File: src/sv/pep_pkg.sv
// shared types and constants of the postfix expression evaluator
`default_nettype none
package pep_pkg;

	localparam int VAL_W = 48;
	localparam int SYM_W = 8;
	localparam int STAT_W = 3;

	localparam logic [SYM_W-1:0] CH_ADD  = 8'h2B;
	localparam logic [SYM_W-1:0] CH_SUB  = 8'h2D;
	localparam logic [SYM_W-1:0] CH_MUL  = 8'h2A;
	localparam logic [SYM_W-1:0] CH_DIV  = 8'h2F;
	localparam logic [SYM_W-1:0] CH_ZERO = 8'h30;
	localparam logic [SYM_W-1:0] CH_NINE = 8'h39;

	typedef enum logic [STAT_W-1:0] {
		STAT_OK        = 3'd0,
		STAT_SYNTAX    = 3'd1,
		STAT_UNDERFLOW = 3'd2,
		STAT_FULL      = 3'd3,
		STAT_DIV_ZERO  = 3'd4,
		STAT_SATURATED = 3'd5
	} status_t;

	typedef enum logic [1:0] {
		OP_ADD,
		OP_SUB,
		OP_MUL,
		OP_DIV
	} op_t;

	typedef enum logic [3:0] {
		S_IDLE,
		S_DISPATCH,
		S_RD_B,
		S_CAP_A,
		S_EXEC,
		S_ITER,
		S_RESOLVE,
		S_WRITE,
		S_FINISH,
		S_EMIT
	} state_t;

	// controller to datapath
	typedef struct packed {
		logic    latch_in;
		logic    push;
		logic    rd_m1;
		logic    rd_m2;
		logic    cap_b;
		logic    cap_a;
		logic    addsub;
		logic    iter_step;
		logic    resolve;
		logic    write_res;
		logic    err_set;
		status_t err_code;
		logic    emit;
	} cmd_t;

	// datapath to controller
	typedef struct packed {
		logic fatal;
		logic is_op;
		logic op_mul;
		logic op_div;
		logic early;
		logic last;
		logic sp_lt2;
		logic sp_full;
		logic b_zero;
		logic iter_last;
		logic out_free;
	} stat_t;

endpackage
`default_nettype wire

File: src/sv/pep_ctrl.sv
// controller state machine of the postfix expression evaluator
`default_nettype none
module pep_ctrl (
	input  wire logic           clk,
	input  wire logic           arst_n,
	input  wire logic           in_valid,
	output logic                in_ready,
	input  wire pep_pkg::stat_t stat,
	output pep_pkg::cmd_t       cmd
);

	pep_pkg::state_t state_q, state_d;

	always_ff @(posedge clk or negedge arst_n) begin
		if (!arst_n) begin
			state_q <= pep_pkg::S_IDLE;
		end else begin
			state_q <= state_d;
		end
	end

	always_comb begin
		state_d  = state_q;
		cmd      = '0;
		in_ready = 1'b0;
		case (state_q)
			pep_pkg::S_IDLE: begin
				in_ready = 1'b1;
				if (in_valid) begin
					cmd.latch_in = 1'b1;
					state_d      = pep_pkg::S_DISPATCH;
				end
			end
			pep_pkg::S_DISPATCH: begin
				state_d = pep_pkg::S_FINISH;
				if (!stat.fatal) begin
					if (stat.is_op) begin
						if (stat.early) begin
							cmd.err_set  = 1'b1;
							cmd.err_code = pep_pkg::STAT_SYNTAX;
						end else if (stat.sp_lt2) begin
							cmd.err_set  = 1'b1;
							cmd.err_code = pep_pkg::STAT_UNDERFLOW;
						end else begin
							cmd.rd_m1 = 1'b1;
							state_d   = pep_pkg::S_RD_B;
						end
					end else if (stat.sp_full) begin
						cmd.err_set  = 1'b1;
						cmd.err_code = pep_pkg::STAT_FULL;
					end else begin
						cmd.push = 1'b1;
					end
				end
			end
			pep_pkg::S_RD_B: begin
				cmd.cap_b = 1'b1;
				cmd.rd_m2 = 1'b1;
				state_d   = pep_pkg::S_CAP_A;
			end
			pep_pkg::S_CAP_A: begin
				cmd.cap_a = 1'b1;
				state_d   = pep_pkg::S_EXEC;
			end
			pep_pkg::S_EXEC: begin
				if (stat.op_div && stat.b_zero) begin
					cmd.err_set  = 1'b1;
					cmd.err_code = pep_pkg::STAT_DIV_ZERO;
					state_d      = pep_pkg::S_FINISH;
				end else if (stat.op_div || stat.op_mul) begin
					state_d = pep_pkg::S_ITER;
				end else begin
					cmd.addsub = 1'b1;
					state_d    = pep_pkg::S_WRITE;
				end
			end
			pep_pkg::S_ITER: begin
				cmd.iter_step = 1'b1;
				if (stat.iter_last) begin
					state_d = pep_pkg::S_RESOLVE;
				end
			end
			pep_pkg::S_RESOLVE: begin
				cmd.resolve = 1'b1;
				state_d     = pep_pkg::S_WRITE;
			end
			pep_pkg::S_WRITE: begin
				cmd.write_res = 1'b1;
				state_d       = pep_pkg::S_FINISH;
			end
			pep_pkg::S_FINISH: begin
				if (!stat.last) begin
					state_d = pep_pkg::S_IDLE;
				end else begin
					cmd.rd_m1 = 1'b1;
					if (stat.early) begin
						cmd.err_set  = 1'b1;
						cmd.err_code = pep_pkg::STAT_SYNTAX;
					end
					state_d = pep_pkg::S_EMIT;
				end
			end
			pep_pkg::S_EMIT: begin
				if (stat.out_free) begin
					cmd.emit = 1'b1;
					state_d  = pep_pkg::S_IDLE;
				end
			end
			default: begin
				state_d = pep_pkg::S_IDLE;
			end
		endcase
	end

endmodule
`default_nettype wire

File: config.mk
export PLATFORM = sky130hd
export DESIGN_NAME = pep_ctrl
export DESIGN_NICKNAME = d
export VERILOG_FILES = /design/src/sv/pep_pkg.sv /design/src/sv/pep_ctrl.sv
export SDC_FILE = /design/constraint.sdc
export NUM_CORES = 1
export LEC_CHECK = 0
export ABC_CLOCK_PERIOD_IN_PS = 1400
export BUFFER_PORTS_ARGS = -buffer_cell sky130_fd_sc_hd__buf_2
export CAP_MARGIN = 10
export CORE_MARGIN = 5
export CORE_UTILIZATION = 37
export DETAILED_ROUTE_END_ITERATION = 7
export PLACE_DENSITY = 0.72
export SETUP_SLACK_MARGIN = 0.3
export SKIP_LAST_GASP = 1
export SYNTH_ARGS = -nofsm -noshare
export SYNTH_HDL_FRONTEND = slang
export SYNTH_SLANG_ARGS = --single-unit
export TNS_END_PERCENT = 10
File: constraint.sdc
create_clock -name clk -period 1.4 [get_ports clk]
set_input_delay 0.07 -clock clk [delete_from_list [all_inputs] [get_ports clk]]
set_output_delay 0.07 -clock clk [all_outputs]
set_load 0.05 [all_outputs]
==> flow_metrics.tcl, run 1 <==
set metrics [dict create \
    status "finished with violations" \
    violations "negative setup slack" \
    track_usage_pct 18.1 \
    drive_above_1_share_pct 54.1 \
    synth_top_area_share_pct 19.6 \
    clk_pin_slew_ns 0.04 \
    cts.htree.levels 1 \
    arrival_ns 1.61 \
    layout_common_cells "23 x buf_2, 17 x buf_4, 8 x nor2_1, 5 x nand2_1, 5 x inv_1" \
    instances_no_fill 124 \
    worstSetupStartpointType "flip-flop" \
    cap_violations 0 \
    syn_avg_cell_area_sq_um 7.73 \
    hold_viol_final 0 \
    synthesis.nets 80 \
    clock_path_buffers 2 \
    seq_area_frac_synth_pct 19.6 \
    grt_setup_unrepaired "yes" \
    ant_nets 0 \
    reg_top3 "state_q (4)" \
    regMostFlops "state_q" \
    insertedDiodeCount 0 \
    pin_count 30 \
    crit_type "reg2out" \
    worst-endpoint-required_ns 1.33 \
    drtIter0Drc 15 \
    cp_slowest_stage_delay_ns 0.43 \
    nFillCells 106 \
    cp_num_buf_inv 2 \
    core_sq_um 1300 \
    grt_pass1_vias 675 \
    grt_max_degree 14 \
    place_area_sq_um 791 \
    largest_reg_flops 4 \
    syn_to_final_growth_pct 68.9 \
    dpl.hpwl_um 1420 \
    die_area_sq_um 2220 \
    critPathTopFamily "flip-flops" \
    viasPerCell 5.37 \
    path_max_fanout 3 \
    final-setup-viol-count 17 \
    power_density_nw_per_um2 1610 \
    hp-class "in2reg" \
    antenna_found_initial 0 \
    cts_tree "built" \
    crit_slowest_cell "dfrtp_2" \
    p_leak_nw 0.427 \
    timing.final.crit_share_pct 120 \
    layout_commonest_cell "buf_2" \
    cts_root_buf "clkbuf_4" \
    yosys_warnings 0 \
    cts_sinks 4 \
    place.port_buffers 29 \
    drcViolationCount 0 \
    hold_slack_ns 0.154 \
    fin_area_sq_um 862 \
    crit_path_end_kind "output port" \
    setup_ws_ns -0.278 \
    drtPass1Iterations 4 \
    yosys-top-cells-area "dfrtp_1 20%, nor3_1 5.9%, nor2_1 5.9%" \
    numCtsBuffers 3 \
    vias 666 \
    power_mw 1.39 \
    yosysTopAreaCell "dfrtp_1" \
    timing.slew.headroom_pct 79.8 \
    wire_per_inst_um 14.0 \
    worstReg2RegStart "state_q[3]$_DFFE_PN0P_" \
    routed_wl_um 1730 \
    grt_pass1_wl_um 2800 \
    startpoint "state_q[2]$_DFFE_PN0P_" \
    ir_drop_mv 1.11 \
    multi_input_comb_area_sq_um 414 \
    netlist_instances 66 \
    crit_path_frequent_cell "buf_4" \
    std_cell_rows 13 \
    clock_skew_ns 0.0117 \
    ff2ff_setup_slack_ns -0.06 \
    nets 125 \
    fp.dieW_um 47.1 \
    fmax_mhz 596 \
    dieHeight_um 47.1 \
    clk_latency_ns 0.24 \
    sequential_cell_area_sq_um 101 \
    post-place-cells 119 \
    gp_congestion 0.836 \
    min_period_ns 1.68 \
    hold_start "stat[10]" \
    synth.ff_latch_count 4 \
    worst_slew_pin_slew_ns 0.301 \
    floorplan.initialDensity_pct 39.2 \
    synth_cell_types 37 \
    grt_overflow 0 \
    worstPathCellList "buf_4 > and2b_1 > nand4_1 > o211ai_1 > buf_4" \
    synth_area_sq_um 510 \
    slew_violations 0 \
]
[routing by layer]
layer	global-route usage, %	wire [um]	part of all wire, %	up-vias
met1	19.7	657	38	297
met3	8.05	204	12	0
met2	32.0	871	50	33
met5	0	0	0	-
li1	-	-	-	336
met4	4.42	0	0	0
[cell families after synthesis]
family | after synthesis | share of synthesized area (%)
AOI/OAI and AO/OA | 14 | 23.3
buffers and inverters | 9 | 9.31
DFF | 4 | 19.6
muxes | 2 | 4.17
and+or+nand+nor | 37 | 43.6
[final cells by class]
type                    instances  share of cell area [%]
clock buffers                   3                    2.61
inverters                       5                    2.18
multi-input cells              53                    48.0
flip-flops and latches          4                    11.8
well taps                      15                    2.18
repair buffers                 44                    33.2
[power by group]
part | total, mW | switching (mW) | internal, mW
Combinational | 1.06 | 0.628 | 0.435
Clock | 0.148 | 0.0514 | 0.0961
Sequential | 0.179 | 0.0301 | 0.148
[final timing paths]
| check | to | depth (start not counted) |
|---|---|---|
| max | cmd[1] | 5 |
| min | state_q[3]$_DFFE_PN0P_ | 3 |
| max reg2reg | state_q[1]$_DFFE_PN0P_ | 5 |
| min reg2reg | state_q[2]$_DFFE_PN0P_ | 2 |
| max in group asynchronous | state_q[1]$_DFFE_PN0P_ | 2 |
| min in group asynchronous | state_q[0]$_DFFE_PN0P_ | 2 |
[worst register-to-register path: stages (launching register included)]
cell	delay, ns
dfrtp_1	0.40
buf_4	0.20
and2b_1	0.19
buf_4	0.15
o2bb2ai_1	0.15
a221oi_2	0.28
[timing repair]
action,in CTS,in global routing
gates cloned,0,0
pin swaps,2,2
hold buffers,1,0
hold endpoints to repair,4,0
setup endpoints to repair,20,20
gates resized for setup,9,2
setup buffers,1,0
[cells in the mapped netlist (all sizes together)]
library cell  count
o2111ai           1
or2               2
nand3b            2
nor4              1
and2              1
a31oi             1
a221oi            1
a32oi             1
nor4b             2
dfrtp             4
o21ai             1
o41ai             1
nand4b            2
and2b             1
a211oi            1
a21oi             2
nand3             1
mux2i             1
nor3b             1
nand2             5
inv               5
o311ai            1
o2bb2ai           2
mux2              1
nand4             1
and3              1
nor3              6
nand2b            2
buf               4
o211ai            2
nor2              8
or3               1
[metrics by stage]
stage	setup WS (ns)	utilization (%)	setup TNS (ns)
after floorplan	-0.368	-	-2.65
after global placement	-0.0962	60.8	-0.396
after detailed placement	-0.130	60.8	-0.646
after CTS	-0.306	65.9	-3.05
after global routing	-0.364	66.3	-4.43
final	-0.278	66.3	-2.82
(Power assumes the default switching activity.)
==> run 2: changes to the inputs <==
--- a/config.mk
+++ b/config.mk
@@ -5,13 +5,14 @@
 export SDC_FILE = /design/constraint.sdc
 export NUM_CORES = 1
 export LEC_CHECK = 0
+export ABC_AREA = 1
 export ABC_CLOCK_PERIOD_IN_PS = 1400
 export BUFFER_PORTS_ARGS = -buffer_cell sky130_fd_sc_hd__buf_2
 export CAP_MARGIN = 10
 export CORE_MARGIN = 5
-export CORE_UTILIZATION = 37
+export CORE_UTILIZATION = 36
 export DETAILED_ROUTE_END_ITERATION = 7
-export PLACE_DENSITY = 0.72
+export PLACE_DENSITY = 0.78
 export SETUP_SLACK_MARGIN = 0.3
 export SKIP_LAST_GASP = 1
 export SYNTH_ARGS = -nofsm -noshare
==> run 2 against run 1 <==
  * Clock skew rose by 0.0010 ns
  * Critical path type unchanged
  * Synthesized area fell by 6.6%
  * Maximum frequency up 12%
  * Via count grew 13%
  * The run still ends with negative setup slack left
  * Non-clock buffer count rose by 2
  * Largest cell class unchanged
  * Flip-flop and latch count unchanged
  * Sequential power is 22% higher
  * Largest power group unchanged
==> flow_metrics.tcl, run 2 <==
set metrics [dict create \
    critPathTopFamily "simple AND/OR/NAND/NOR gates" \
    grt_setup_unrepaired "yes" \
    cap_violations 0 \
    final-setup-viol-count 17 \
    syn_avg_cell_area_sq_um 5.48 \
    crit_path_end_kind "output port" \
    vias 750 \
    dieHeight_um 46.4 \
    dpl.hpwl_um 1360 \
    cp_num_buf_inv 2 \
    numCtsBuffers 3 \
    fin_area_sq_um 967 \
    ys_top_cells_by_count "21 x inv_1, 20 x nand2_1, 13 x nand3_1, 13 x nor2_1, 4 x dfrtp_1" \
    synth-async-reset-ratio_pct 100 \
    cts_sinks 4 \
    worstSetupStartpointType "flip-flop" \
    arrival_ns 1.43 \
    yosysMostFrequentCell "inv_1" \
    reg_top3 "state_q (4)" \
    die_area_sq_um 2150 \
    netlist_instances 87 \
    reg2reg_to "state_q[0]$_DFFE_PN0P_" \
    yosys_most_used_dff "dfrtp_1" \
    hp-class "in2async" \
    seq_area_frac_synth_pct 21.0 \
    worstPathCellList "inv_2 > nand2_1 > nor2_4 > nand3_4 > nand3_4 > buf_8" \
    cp_slowest_stage_delay_ns 0.44 \
    drtPass1Iterations 4 \
    routed_wl_um 1810 \
    synth-xor-area-share_pct 0 \
    clk_latency_ns 0.24 \
    core_sq_um 1270 \
    cts.htree.levels 1 \
    timing.final.crit_share_pct 107 \
    largest_reg_flops 4 \
    min_period_ns 1.50 \
    layout_common_cells "20 x buf_2, 18 x buf_4, 17 x inv_1, 17 x nand2_1, 10 x nand3_1" \
    synthMuxAreaShare_pct 0 \
    yosys_warnings 0 \
    synth_edf_count 0 \
    status "finished with violations" \
    std_cell_rows 13 \
    floorplan.initialDensity_pct 37.6 \
    place_area_sq_um 779 \
    grt_overflow 0 \
    pin_count 30 \
    crit_slowest_cell "dfrtp_2" \
    violations "negative setup slack" \
    crit_path_frequent_cell "nand3_4" \
    track_usage_pct 18.7 \
    synth_top_area_share_pct 21.0 \
    synth_cell_types 17 \
    antenna_found_initial 0 \
    timing.slew.headroom_pct 82.3 \
    synthesis.nets 101 \
    drtIter0Drc 17 \
    yosysTopAreaCell "dfrtp_1" \
    hold_viol_final 0 \
    grt_pass1_wl_um 2900 \
    worst-endpoint-required_ns 1.33 \
    clk_pin_slew_ns 0.05 \
    yosys-top-cells-area "dfrtp_1 21%, inv_1 17%, nand2_1 16%" \
    synth_area_sq_um 477 \
    ant_nets 0 \
    hold_slack_ns 0.161 \
    ff2ff_setup_slack_ns -0.01 \
    worstReg2RegStart "state_q[0]$_DFFE_PN0P_" \
    synth_top_family_by_area "simple AND/OR/NAND/NOR gates" \
    grt_max_degree 7 \
    layout_commonest_cell "buf_2" \
    ir_drop_mv 1.39 \
    cts_root_buf "clkbuf_4" \
    r2r_cells 10 \
    crit_type "reg2out" \
    grt_pass1_vias 749 \
    synth-compound-area-share_pct 4.99 \
    regMostFlops "state_q" \
    synthAdderAreaFrac_pct 0 \
    insertedDiodeCount 0 \
    gp_congestion 0.865 \
    fmax_mhz 668 \
    post-place-cells 136 \
    cts_tree "built" \
    drcViolationCount 0 \
    place.port_buffers 29 \
    power_mw 1.63 \
    instances_no_fill 151 \
    worst_slew_pin_slew_ns 0.264 \
    slew_violations 0 \
    syn_to_final_growth_pct 103 \
    setup_ws_ns -0.0966 \
    synth-simple-area-share_pct 55.1 \
    clock_path_buffers 2 \
    p_leak_nw 0.551 \
    viasPerCell 4.97 \
    drive_above_1_share_pct 58.1 \
    path_max_fanout 4 \
    wire_per_inst_um 12.0 \
    fp.dieW_um 46.4 \
    clock_skew_ns 0.0127 \
    synth.ff_latch_count 4 \
    nets 151 \
    power_density_nw_per_um2 1690 \
]
run 2: power breakdown:
group,internal [mW],leakage (nW),total [mW],switching (mW)
Sequential,0.156,0.0479,0.218,0.0620
Combinational,0.512,0.489,1.26,0.749
Clock,0.107,0.0150,0.154,0.0474
run 2: cell families after synthesis:
group | Yosys count
buffers and inverters | 23
DFF | 4
AOI/OAI and AO/OA | 4
and+or+nand+nor | 56
run 2: worst reg2reg max path: stages, from the launching register on:
cell,delay [ns]
dfrtp_1,0.42
inv_2,0.13
nor2_4,0.04
buf_4,0.12
buf_4,0.12
buf_4,0.12
nand3_1,0.12
nand2_1,0.08
nor2_1,0.09
nand2_1,0.05
nand2_1,0.05
run 2: timing repair:
action,4_1_cts,5_1_grt
endpoints found under the setup margin,20,20
resized for setup,16,8
buffers inserted,7,3
hold endpoints to repair,4,0
hold buffers,1,0
pin swaps,7,3
run 2: worst max path at each step:
| stage | start | end | slack (ns) | cells after the start |
|---|---|---|---|---|
| 2_1_floorplan | state_q[2]$_DFFE_PN0P_ | cmd[1] | 0.13 | 5 |
| 3_3_place_gp | state_q[3]$_DFFE_PN0P_ | cmd[4] | 0.05 | 5 |
| 3_5_place_dp | state_q[3]$_DFFE_PN0P_ | cmd[4] | -0.03 | 5 |
| 4_1_cts | state_q[0]$_DFFE_PN0P_ | cmd[1] | -0.09 | 7 |
| 5_1_grt | state_q[0]$_DFFE_PN0P_ | cmd[4] | -0.17 | 7 |
| 6_report | state_q[3]$_DFFE_PN0P_ | cmd[4] | -0.1 | 6 |
run 2: final cells by class:
cell class	instances	area [sq um]
multi-input cells	60	408
repair buffers	46	320
fillers	84	302
flip-flops and latches	4	104
inverters	22	90.1
clock buffers	4	26.3
well taps	15	18.8
run 2: per-layer routing:
layer | up-vias | track usage, % | wire (um)
met5 | - | 0 | 0
met4 | 0 | 10.2 | 60
met3 | 9 | 3.91 | 152
met2 | 38 | 34.1 | 923
met1 | 333 | 19.3 | 673
li1 | 370 | - | -
run 2: per-stage QoR:
step / util (%) / setup slack, ns / setup TNS [ns]
after floorplan: - / 0.128 / 0
after global placement: 61.4 / 0.0479 / 0
after detailed placement: 61.4 / -0.0268 / -0.0278
after CTS: 72.3 / -0.0899 / -1.01
after global routing: 76.2 / -0.169 / -2.14
final: 76.2 / -0.0966 / -0.837
